File: config.mk
export PLATFORM = sky130hd
export DESIGN_NAME = jtag_master_ir_dr_scan
export DESIGN_NICKNAME = d
export VERILOG_FILES = /design/src/hdl/jms_pkg.sv /design/src/hdl/jms_step.sv /design/src/hdl/jms_out_reg.sv /design/src/hdl/jtag_master_ir_dr_scan.sv
export SDC_FILE = /design/constraint.sdc
export NUM_CORES = 1
export LEC_CHECK = 0
export BUFFER_PORTS_ARGS = -buffer_cell sky130_fd_sc_hd__buf_2
export CORE_ASPECT_RATIO = 0.6
export CORE_MARGIN = 10
export CORE_UTILIZATION = 41
export CTS_BUF_LIST = sky130_fd_sc_hd__clkbuf_2 sky130_fd_sc_hd__clkbuf_4 sky130_fd_sc_hd__clkbuf_8
export CTS_CLUSTER_SIZE = 24
export DETAILED_ROUTE_END_ITERATION = 8
export MAX_ROUTING_LAYER = met4
export PLACE_DENSITY = 0.61
export SYNTH_ARGS = -nofsm -noshare
export SYNTH_HDL_FRONTEND = slang
export SYNTH_SLANG_ARGS = --single-unit
File: constraint.sdc
create_clock -name clk -period 7.4 [get_ports clk]
set_clock_uncertainty 0.05 [all_clocks]
set_input_delay 1.48 -clock clk [delete_from_list [all_inputs] [get_ports clk]]
set_output_delay 1.48 -clock clk [all_outputs]
set_load 0.005 [all_outputs]
File: src/hdl/jms_pkg.sv
package jms_pkg;

  localparam logic [6:0] MAX_BITS         = 7'd64;
  localparam logic [6:0] RESET_TMS_PULSES = 7'd5;
  localparam logic [3:0] TMS_ENTER_IR     = 4'b0011;
  localparam logic [3:0] TMS_ENTER_DR     = 4'b0001;
  localparam logic [6:0] ENTER_STEPS_IR   = 7'd4;
  localparam logic [6:0] ENTER_STEPS_DR   = 7'd3;

  typedef enum logic [1:0] {
    REQ_RESET   = 2'd0,
    REQ_SCAN_IR = 2'd1,
    REQ_SCAN_DR = 2'd2,
    REQ_TICK    = 2'd3
  } req_t;

  typedef enum logic [1:0] {
    KIND_TMSRST = 2'd0,
    KIND_IR     = 2'd1,
    KIND_DR     = 2'd2,
    KIND_TRST   = 2'd3
  } kind_t;

  typedef enum logic [5:0] {
    PH_IDLE  = 6'b000001,
    PH_RSTHI = 6'b000010,
    PH_RSTLO = 6'b000100,
    PH_ENTER = 6'b001000,
    PH_SHIFT = 6'b010000,
    PH_EXIT  = 6'b100000
  } phase_t;

  typedef struct packed {
    phase_t      phase;
    logic [6:0]  pulse_count;
    kind_t       scan_kind;
    logic [6:0]  length;
    logic [63:0] out_shift;
    logic [63:0] capture;
  } jms_state_t;

  typedef struct packed {
    logic        accepted;
    logic        tck_pulse;
    logic        tms;
    logic        tdi;
    logic        trst;
    logic        busy_res;
    logic        done_res;
    logic [63:0] captured_data;
  } jms_result_t;

endpackage

File: src/hdl/jms_step.sv
module jms_step (
  input  jms_pkg::jms_state_t  cur,
  input  logic                 use_trst,
  input  logic [1:0]           req_type,
  input  logic [6:0]           bit_count,
  input  logic [63:0]          shift_out_data,
  input  logic                 tdo_sample,
  output jms_pkg::jms_state_t  nxt,
  output jms_pkg::jms_result_t res
);
  import jms_pkg::*;

  logic [6:0] pc_inc;

  assign pc_inc = cur.pulse_count + 7'd1;

  always_comb begin
    nxt = cur;
    res = '0;
    if (req_type != REQ_TICK) begin
      if (cur.phase == PH_IDLE) begin
        if (req_type == REQ_RESET) begin
          res.accepted    = 1'b1;
          nxt.phase       = PH_RSTHI;
          nxt.pulse_count = '0;
          nxt.scan_kind   = use_trst ? KIND_TRST : KIND_TMSRST;
        end else if (bit_count inside {[7'd1:MAX_BITS]}) begin
          res.accepted    = 1'b1;
          nxt.phase       = PH_ENTER;
          nxt.pulse_count = '0;
          nxt.scan_kind   = (req_type == REQ_SCAN_IR) ? KIND_IR : KIND_DR;
          nxt.length      = bit_count;
          nxt.out_shift   = shift_out_data;
          nxt.capture     = '0;
        end
      end
    end else if (cur.phase != PH_IDLE) begin
      res.tck_pulse = 1'b1;
      case (cur.phase)
        PH_RSTHI: begin
          if (cur.scan_kind == KIND_TRST) begin
            res.trst  = 1'b1;
            nxt.phase = PH_RSTLO;
          end else begin
            res.tms         = 1'b1;
            nxt.pulse_count = pc_inc;
            if (pc_inc >= RESET_TMS_PULSES) begin
              nxt.phase = PH_RSTLO;
            end
          end
        end
        PH_RSTLO: begin
          res.done_res    = 1'b1;
          nxt.phase       = PH_IDLE;
          nxt.pulse_count = '0;
        end
        PH_ENTER: begin
          if (cur.scan_kind == KIND_IR) begin
            res.tms = TMS_ENTER_IR[cur.pulse_count[1:0]];
          end else begin
            res.tms = TMS_ENTER_DR[cur.pulse_count[1:0]];
          end
          nxt.pulse_count = pc_inc;
          if (pc_inc >= ((cur.scan_kind == KIND_IR) ? ENTER_STEPS_IR : ENTER_STEPS_DR)) begin
            nxt.phase       = PH_SHIFT;
            nxt.pulse_count = '0;
          end
        end
        PH_SHIFT: begin
          res.tdi         = cur.out_shift[0];
          nxt.out_shift   = {1'b0, cur.out_shift[63:1]};
          res.tms         = (pc_inc >= cur.length);
          nxt.capture     = cur.capture | (64'(tdo_sample) << cur.pulse_count[5:0]);
          nxt.pulse_count = pc_inc;
          if (pc_inc >= cur.length) begin
            nxt.phase       = PH_EXIT;
            nxt.pulse_count = '0;
          end
        end
        PH_EXIT: begin
          if (cur.pulse_count == 7'd0) begin
            res.tms         = 1'b1;
            nxt.pulse_count = 7'd1;
          end else begin
            res.done_res    = 1'b1;
            nxt.phase       = PH_IDLE;
            nxt.pulse_count = '0;
          end
        end
        default: begin
          res.tck_pulse   = 1'b0;
          nxt.phase       = PH_IDLE;
          nxt.pulse_count = '0;
        end
      endcase
    end
    res.busy_res      = (nxt.phase != PH_IDLE);
    res.captured_data = nxt.capture;
  end

endmodule

File: src/hdl/jms_out_reg.sv
module jms_out_reg (
  input  logic                 clk,
  input  logic                 rst_n,
  input  logic                 load,
  input  jms_pkg::jms_result_t res_in,
  input  logic                 out_stall,
  output logic                 out_valid,
  output jms_pkg::jms_result_t res_out
);
  import jms_pkg::*;

  logic        valid_r;
  logic        valid_nxt;
  jms_result_t res_r;

  assign valid_nxt = load | (valid_r & out_stall);

  always_ff @(posedge clk) begin
    if (!rst_n) begin
      valid_r <= 1'b0;
    end else begin
      valid_r <= valid_nxt;
    end
  end

  always_ff @(posedge clk) begin
    if (load) begin
      res_r <= res_in;
    end
  end

  assign out_valid = valid_r;
  assign res_out   = res_r;

endmodule

File: src/hdl/jtag_master_ir_dr_scan.sv
// A result is registered in the output register and appears in the cycle after its item is transferred.
// Throughput: one item per cycle while in_stall is low; the TAP sequencer state advances on every transfer.
// The input side stalls only while a result waits in the output register and is stalled.
// Reset (rst_n low, synchronous) returns the sequencer to Idle, clears all counters,
// the shift and capture registers, use_trst and the output valid flag.
module jtag_master_ir_dr_scan (
  input  logic        clk,
  input  logic        rst_n,
  input  logic        cfg_wr_en,
  input  logic        cfg_wr_data,
  input  logic        in_valid,
  output logic        in_stall,
  input  logic [1:0]  in_req_type,
  input  logic [6:0]  in_bit_count,
  input  logic [63:0] in_shift_out_data,
  input  logic        in_tdo_sample,
  output logic        out_valid,
  input  logic        out_stall,
  output logic        out_accepted,
  output logic        out_tck_pulse,
  output logic        out_tms,
  output logic        out_tdi,
  output logic        out_trst,
  output logic        out_busy_res,
  output logic        out_done_res,
  output logic [63:0] out_captured_data
);
  import jms_pkg::*;

  logic        use_trst_r;
  jms_state_t  state_r;
  jms_state_t  state_nxt;
  jms_result_t step_res;
  jms_result_t out_res;
  logic        xfer;

  assign in_stall = out_valid & out_stall;
  assign xfer     = in_valid & ~in_stall;

  jms_step u_step (
    .cur            (state_r),
    .use_trst       (use_trst_r),
    .req_type       (in_req_type),
    .bit_count      (in_bit_count),
    .shift_out_data (in_shift_out_data),
    .tdo_sample     (in_tdo_sample),
    .nxt            (state_nxt),
    .res            (step_res)
  );

  always_ff @(posedge clk) begin
    if (!rst_n) begin
      use_trst_r <= 1'b0;
    end else if (cfg_wr_en) begin
      use_trst_r <= cfg_wr_data;
    end
  end

  always_ff @(posedge clk) begin
    if (!rst_n) begin
      state_r.phase       <= PH_IDLE;
      state_r.pulse_count <= '0;
      state_r.scan_kind   <= KIND_TMSRST;
      state_r.length      <= '0;
      state_r.out_shift   <= '0;
      state_r.capture     <= '0;
    end else if (xfer) begin
      state_r <= state_nxt;
    end
  end

  jms_out_reg u_out_reg (
    .clk       (clk),
    .rst_n     (rst_n),
    .load      (xfer),
    .res_in    (step_res),
    .out_stall (out_stall),
    .out_valid (out_valid),
    .res_out   (out_res)
  );

  assign out_accepted      = out_res.accepted;
  assign out_tck_pulse     = out_res.tck_pulse;
  assign out_tms           = out_res.tms;
  assign out_tdi           = out_res.tdi;
  assign out_trst          = out_res.trst;
  assign out_busy_res      = out_res.busy_res;
  assign out_done_res      = out_res.done_res;
  assign out_captured_data = out_res.captured_data;

  a_xfer_gives_result: assert property (@(posedge clk) disable iff (!rst_n)
    xfer |=> out_valid)
    else $error("transfer did not produce a result");

  a_busy_rejects: assert property (@(posedge clk) disable iff (!rst_n)
    (xfer && in_req_type != REQ_TICK && state_r.phase != PH_IDLE) |=> !out_accepted)
    else $error("command accepted while busy");

  a_busy_matches_state: assert property (@(posedge clk) disable iff (!rst_n)
    out_valid |-> (out_busy_res == (state_r.phase != PH_IDLE)))
    else $error("busy flag disagrees with sequencer state");

  a_done_means_idle: assert property (@(posedge clk) disable iff (!rst_n)
    (out_valid && out_done_res) |-> (state_r.phase == PH_IDLE && out_tck_pulse))
    else $error("done reported outside a final pulse");

endmodule
==> metrics.md <==
| Metric | Value |
|---|---|
| Period utilization | 57.6% |
| Die width | 217 um |
| Hold Path Class | reg2reg |
| Final Max Slew Viols | 0 |
| Post-Place Setup Slack | 2.58 ns |
| Min Tclk post-route | 4.26 ns |
| WHS Endpoint | state_r[29] |
| Area leader, netlist | dfxtp_1 |
| Mapped Area | 0.00952 mm2 |
| Worst VDD drop | 0.0808 mV |
| Synthesized instance count | 989 |
| Share of cells above drive strength 1 | 22.0% |
| Port Buffer Count | 152 |
| YS warnings | 0 |
| Syn_nets | 1076 |
| Clock root buffer | clkbuf_8 |
| Routed WL | 25100 um |
| Clock sink count | 223 |
| Final nets | 1208 |
| Die Ht | 138 um |
| Setup violators final | 0 |
| Post_cts resized | 0 |
| Area grow syn2layout | 17.2% |
| Synth top area share | 32.0% |
| Hold-fix buffers at CTS | 0 |
| Drt wl/cell | 17.2 um |
| Startpoint class of the critical path | input pin |
| Critical path class | in2reg |
| Final core utilization | 48.6% |
| Leak | 4.28 nW |
| Power Total | 2.64 mW |
| Routed Antenna Nets | 0 |
| Final Hold Fails | 0 |
| Async set-or-reset flop fraction in the synthesized netlist | 0% |
| Ports | 153 |
| Post-synth top flop | dfxtp_1 |
| CTS buffer count | 36 |
| Post-route DRC | 0 |
| Hold wc startpoint | state_r[29] |
| Vias | 7768 |
| Hold path cells | 2 |
| WHS | 0.418 ns |
| FILL cells | 2223 |
| Core Region | 0.0230 mm2 |
| Register area share after synthesis | 54.4% |
| DRT iter0 DRCs | 640 |
| Worst EP required | 7.74 ns |
| Initial antenna violation count | 1 |
| RSZ-0062 raised after global routing | no |
| Die area | 0.0299 mm2 |
| Vias in the first global route | 7295 |
| # Max-Cap Violations | 0 |
| Number of synthesized flops with an enable pin | 71 |
| Clk_lat worst skew | 0.54 ns |
| First-pass GRT wire length | 39900 um |
| Pwr dens | 236 mW/mm2 |
| Max FO, Critical Path | 73 |
| R2R Path Start | state_r[149] |
| Crit. End Element | flip-flop |
| Commonest non-fill, non-tap cells in the layout | nor2_1 (228), buf_2 (152), dfxtp_1 (152) |
| Synth top area cells | dfxtp_1 (32%), edfxtp_1 (22%), nor2_1 (9.0%) |
| Register-to-Register Path Depth | 8 |
| R2R setup slack | 3.78 ns |
| Row count | 43 |
| Longest Clk Path Bufs | 3 |
| Netlist cell types | 59 |
| TritonCTS clock tree | yes |
| Worst Tran Pin Value | 1.28 ns |
| Starting Density | 41.4% |
| Achievable Freq | 0.234 GHz |
| Worst endpoint data arrival time | 4.61 ns |
| Worst Slack Setup Final | 3.14 ns |
| Setup TNS Final | 0 ns |
| GR Util All Layers | 16.4% |
| GPL Wtd Cong | 0.922 |
| CTS clk-pin slew, worst paths | 0.06 ns |
| Number of setup buffers added after CTS | 0 |
| Reg2reg end | state_r[95] |
| H-Tree Depth | 2 |
| Avg Vias per Cell | 5.31 |
| TritonRoute pass-1 iters | 5 |
| Status | completed |
| Post-DP HPWL | 16700 um |
| Largest net degree at the start of global routing | 92 |
| Mean Syn Cell Area | 9.62 um2 |
| Most common cell after layout, fill and taps aside | nor2_1 |
| Register bit total from synthesis | 223 |
| Slew margin rel. | 13.9% |
| GRT Residual Overflow | 0 |
==> final cells by class <==
class | instances | area [um2] | area share (%)
antenna | 1 | 2.50 | 0.0224
clock buffer | 57 | 697 | 6.25
clock inverter | 8 | 46.3 | 0.415
inverter | 9 | 33.8 | 0.303
multi-input combinational | 682 | 3920 | 35.1
sequential | 223 | 5170 | 46.4
tap | 315 | 394 | 3.53
timing repair buffer | 169 | 888 | 7.96
==> Yosys cell counts, types with 2 or more instances <==
| cell type | instances |
|---|---|
| o221ai_1 | 2 |
| o311a_1 | 2 |
| o21ai_0 | 12 |
| a221oi_1 | 65 |
| nand2b_1 | 11 |
| xor2_1 | 2 |
| dfxtp_1 | 152 |
| o211ai_1 | 5 |
| buf_6 | 14 |
| nor4b_1 | 2 |
| nor3b_2 | 6 |
| buf_2 | 19 |
| buf_1 | 2 |
| nor2b_1 | 11 |
| xnor2_1 | 9 |
| or3_1 | 3 |
| nor4_2 | 2 |
| nand3_1 | 9 |
| inv_1 | 9 |
| a21oi_1 | 137 |
| and3_1 | 6 |
| o21bai_1 | 2 |
| o22ai_1 | 3 |
| a31oi_1 | 4 |
| nor3b_1 | 59 |
| o21a_1 | 3 |
| ha_1 | 7 |
| clkbuf_1 | 37 |
| edfxtp_1 | 71 |
| and2_1 | 6 |
| buf_4 | 3 |
| nor2_1 | 229 |
| a32o_1 | 2 |
| o211a_1 | 2 |
| nor3_1 | 18 |
| nand2_1 | 30 |
| mux2i_1 | 8 |
| nor4_1 | 4 |
==> metal layers <==
metal	up-vias	track usage [%]	share of wire [%]
met4	0	3.55	1.4
li1	3828	-	-
met1	3678	24.5	51
met3	38	3.81	6.8
met5	-	-	0
met2	224	21.6	41
==> where the power goes <==
| part | internal [mW] | leakage, nW | switching [mW] |
|---|---|---|---|
| Clock | 0.602 | 0.397 | 0.493 |
| Combinational | 0.0813 | 1.94 | 0.133 |
| Sequential | 1.30 | 1.94 | 0.0223 |
==> critical path, stage by stage <==
cell and delay, ns:
buf_2 0.10, or4_4 0.55, o31a_1 0.31, nor2_2 0.17, and3_4 0.75, and2_4 0.38, nand2b_2 0.14, buf_4 0.53
nor2_1 0.14
==> through the flow <==
stage,area [um2],instances
2_1_floorplan,9520,989
3_3_place_gp,10400,1398
3_5_place_dp,10400,1398
4_1_cts,11200,1463
5_1_grt,11200,1464
6_report,11200,1464
==> worst max path at each step <==
stage / start / end / slack (ns) / cells after the start
floorplan: out_stall / state_r[139] / 2.63 / 8
global placement: in_bit_count[0] / state_r[44] / 2.66 / 9
detailed placement: in_bit_count[0] / state_r[31] / 2.58 / 9
CTS: in_bit_count[0] / state_r[31] / 3.14 / 9
global route: in_bit_count[0] / state_r[36] / 2.94 / 9
finish: in_bit_count[0] / state_r[31] / 3.14 / 9
==> cell families after synthesis <==
family / after synthesis / synth area share [%]
xor gates and xnor gates: 11 / 1.01
buffers and inverters: 84 / 4.78
adders and majority gates: 8 / 1.03
AOI/OAI and AO/OA: 249 / 16.7
muxes: 8 / 0.841
DFF: 223 / 54.4
and+or+nand+nor: 406 / 21.2
==> state kept, by name, summed over array words and instances (netlist names) <==
| signal | flops |
|---|---|
| u_out_reg.res_out | 71 |
| state_r | 150 |
| u_out_reg.out_valid | 1 |
| use_trst_r | 1 |
Note: power is estimated with default switching activity, not from simulation.
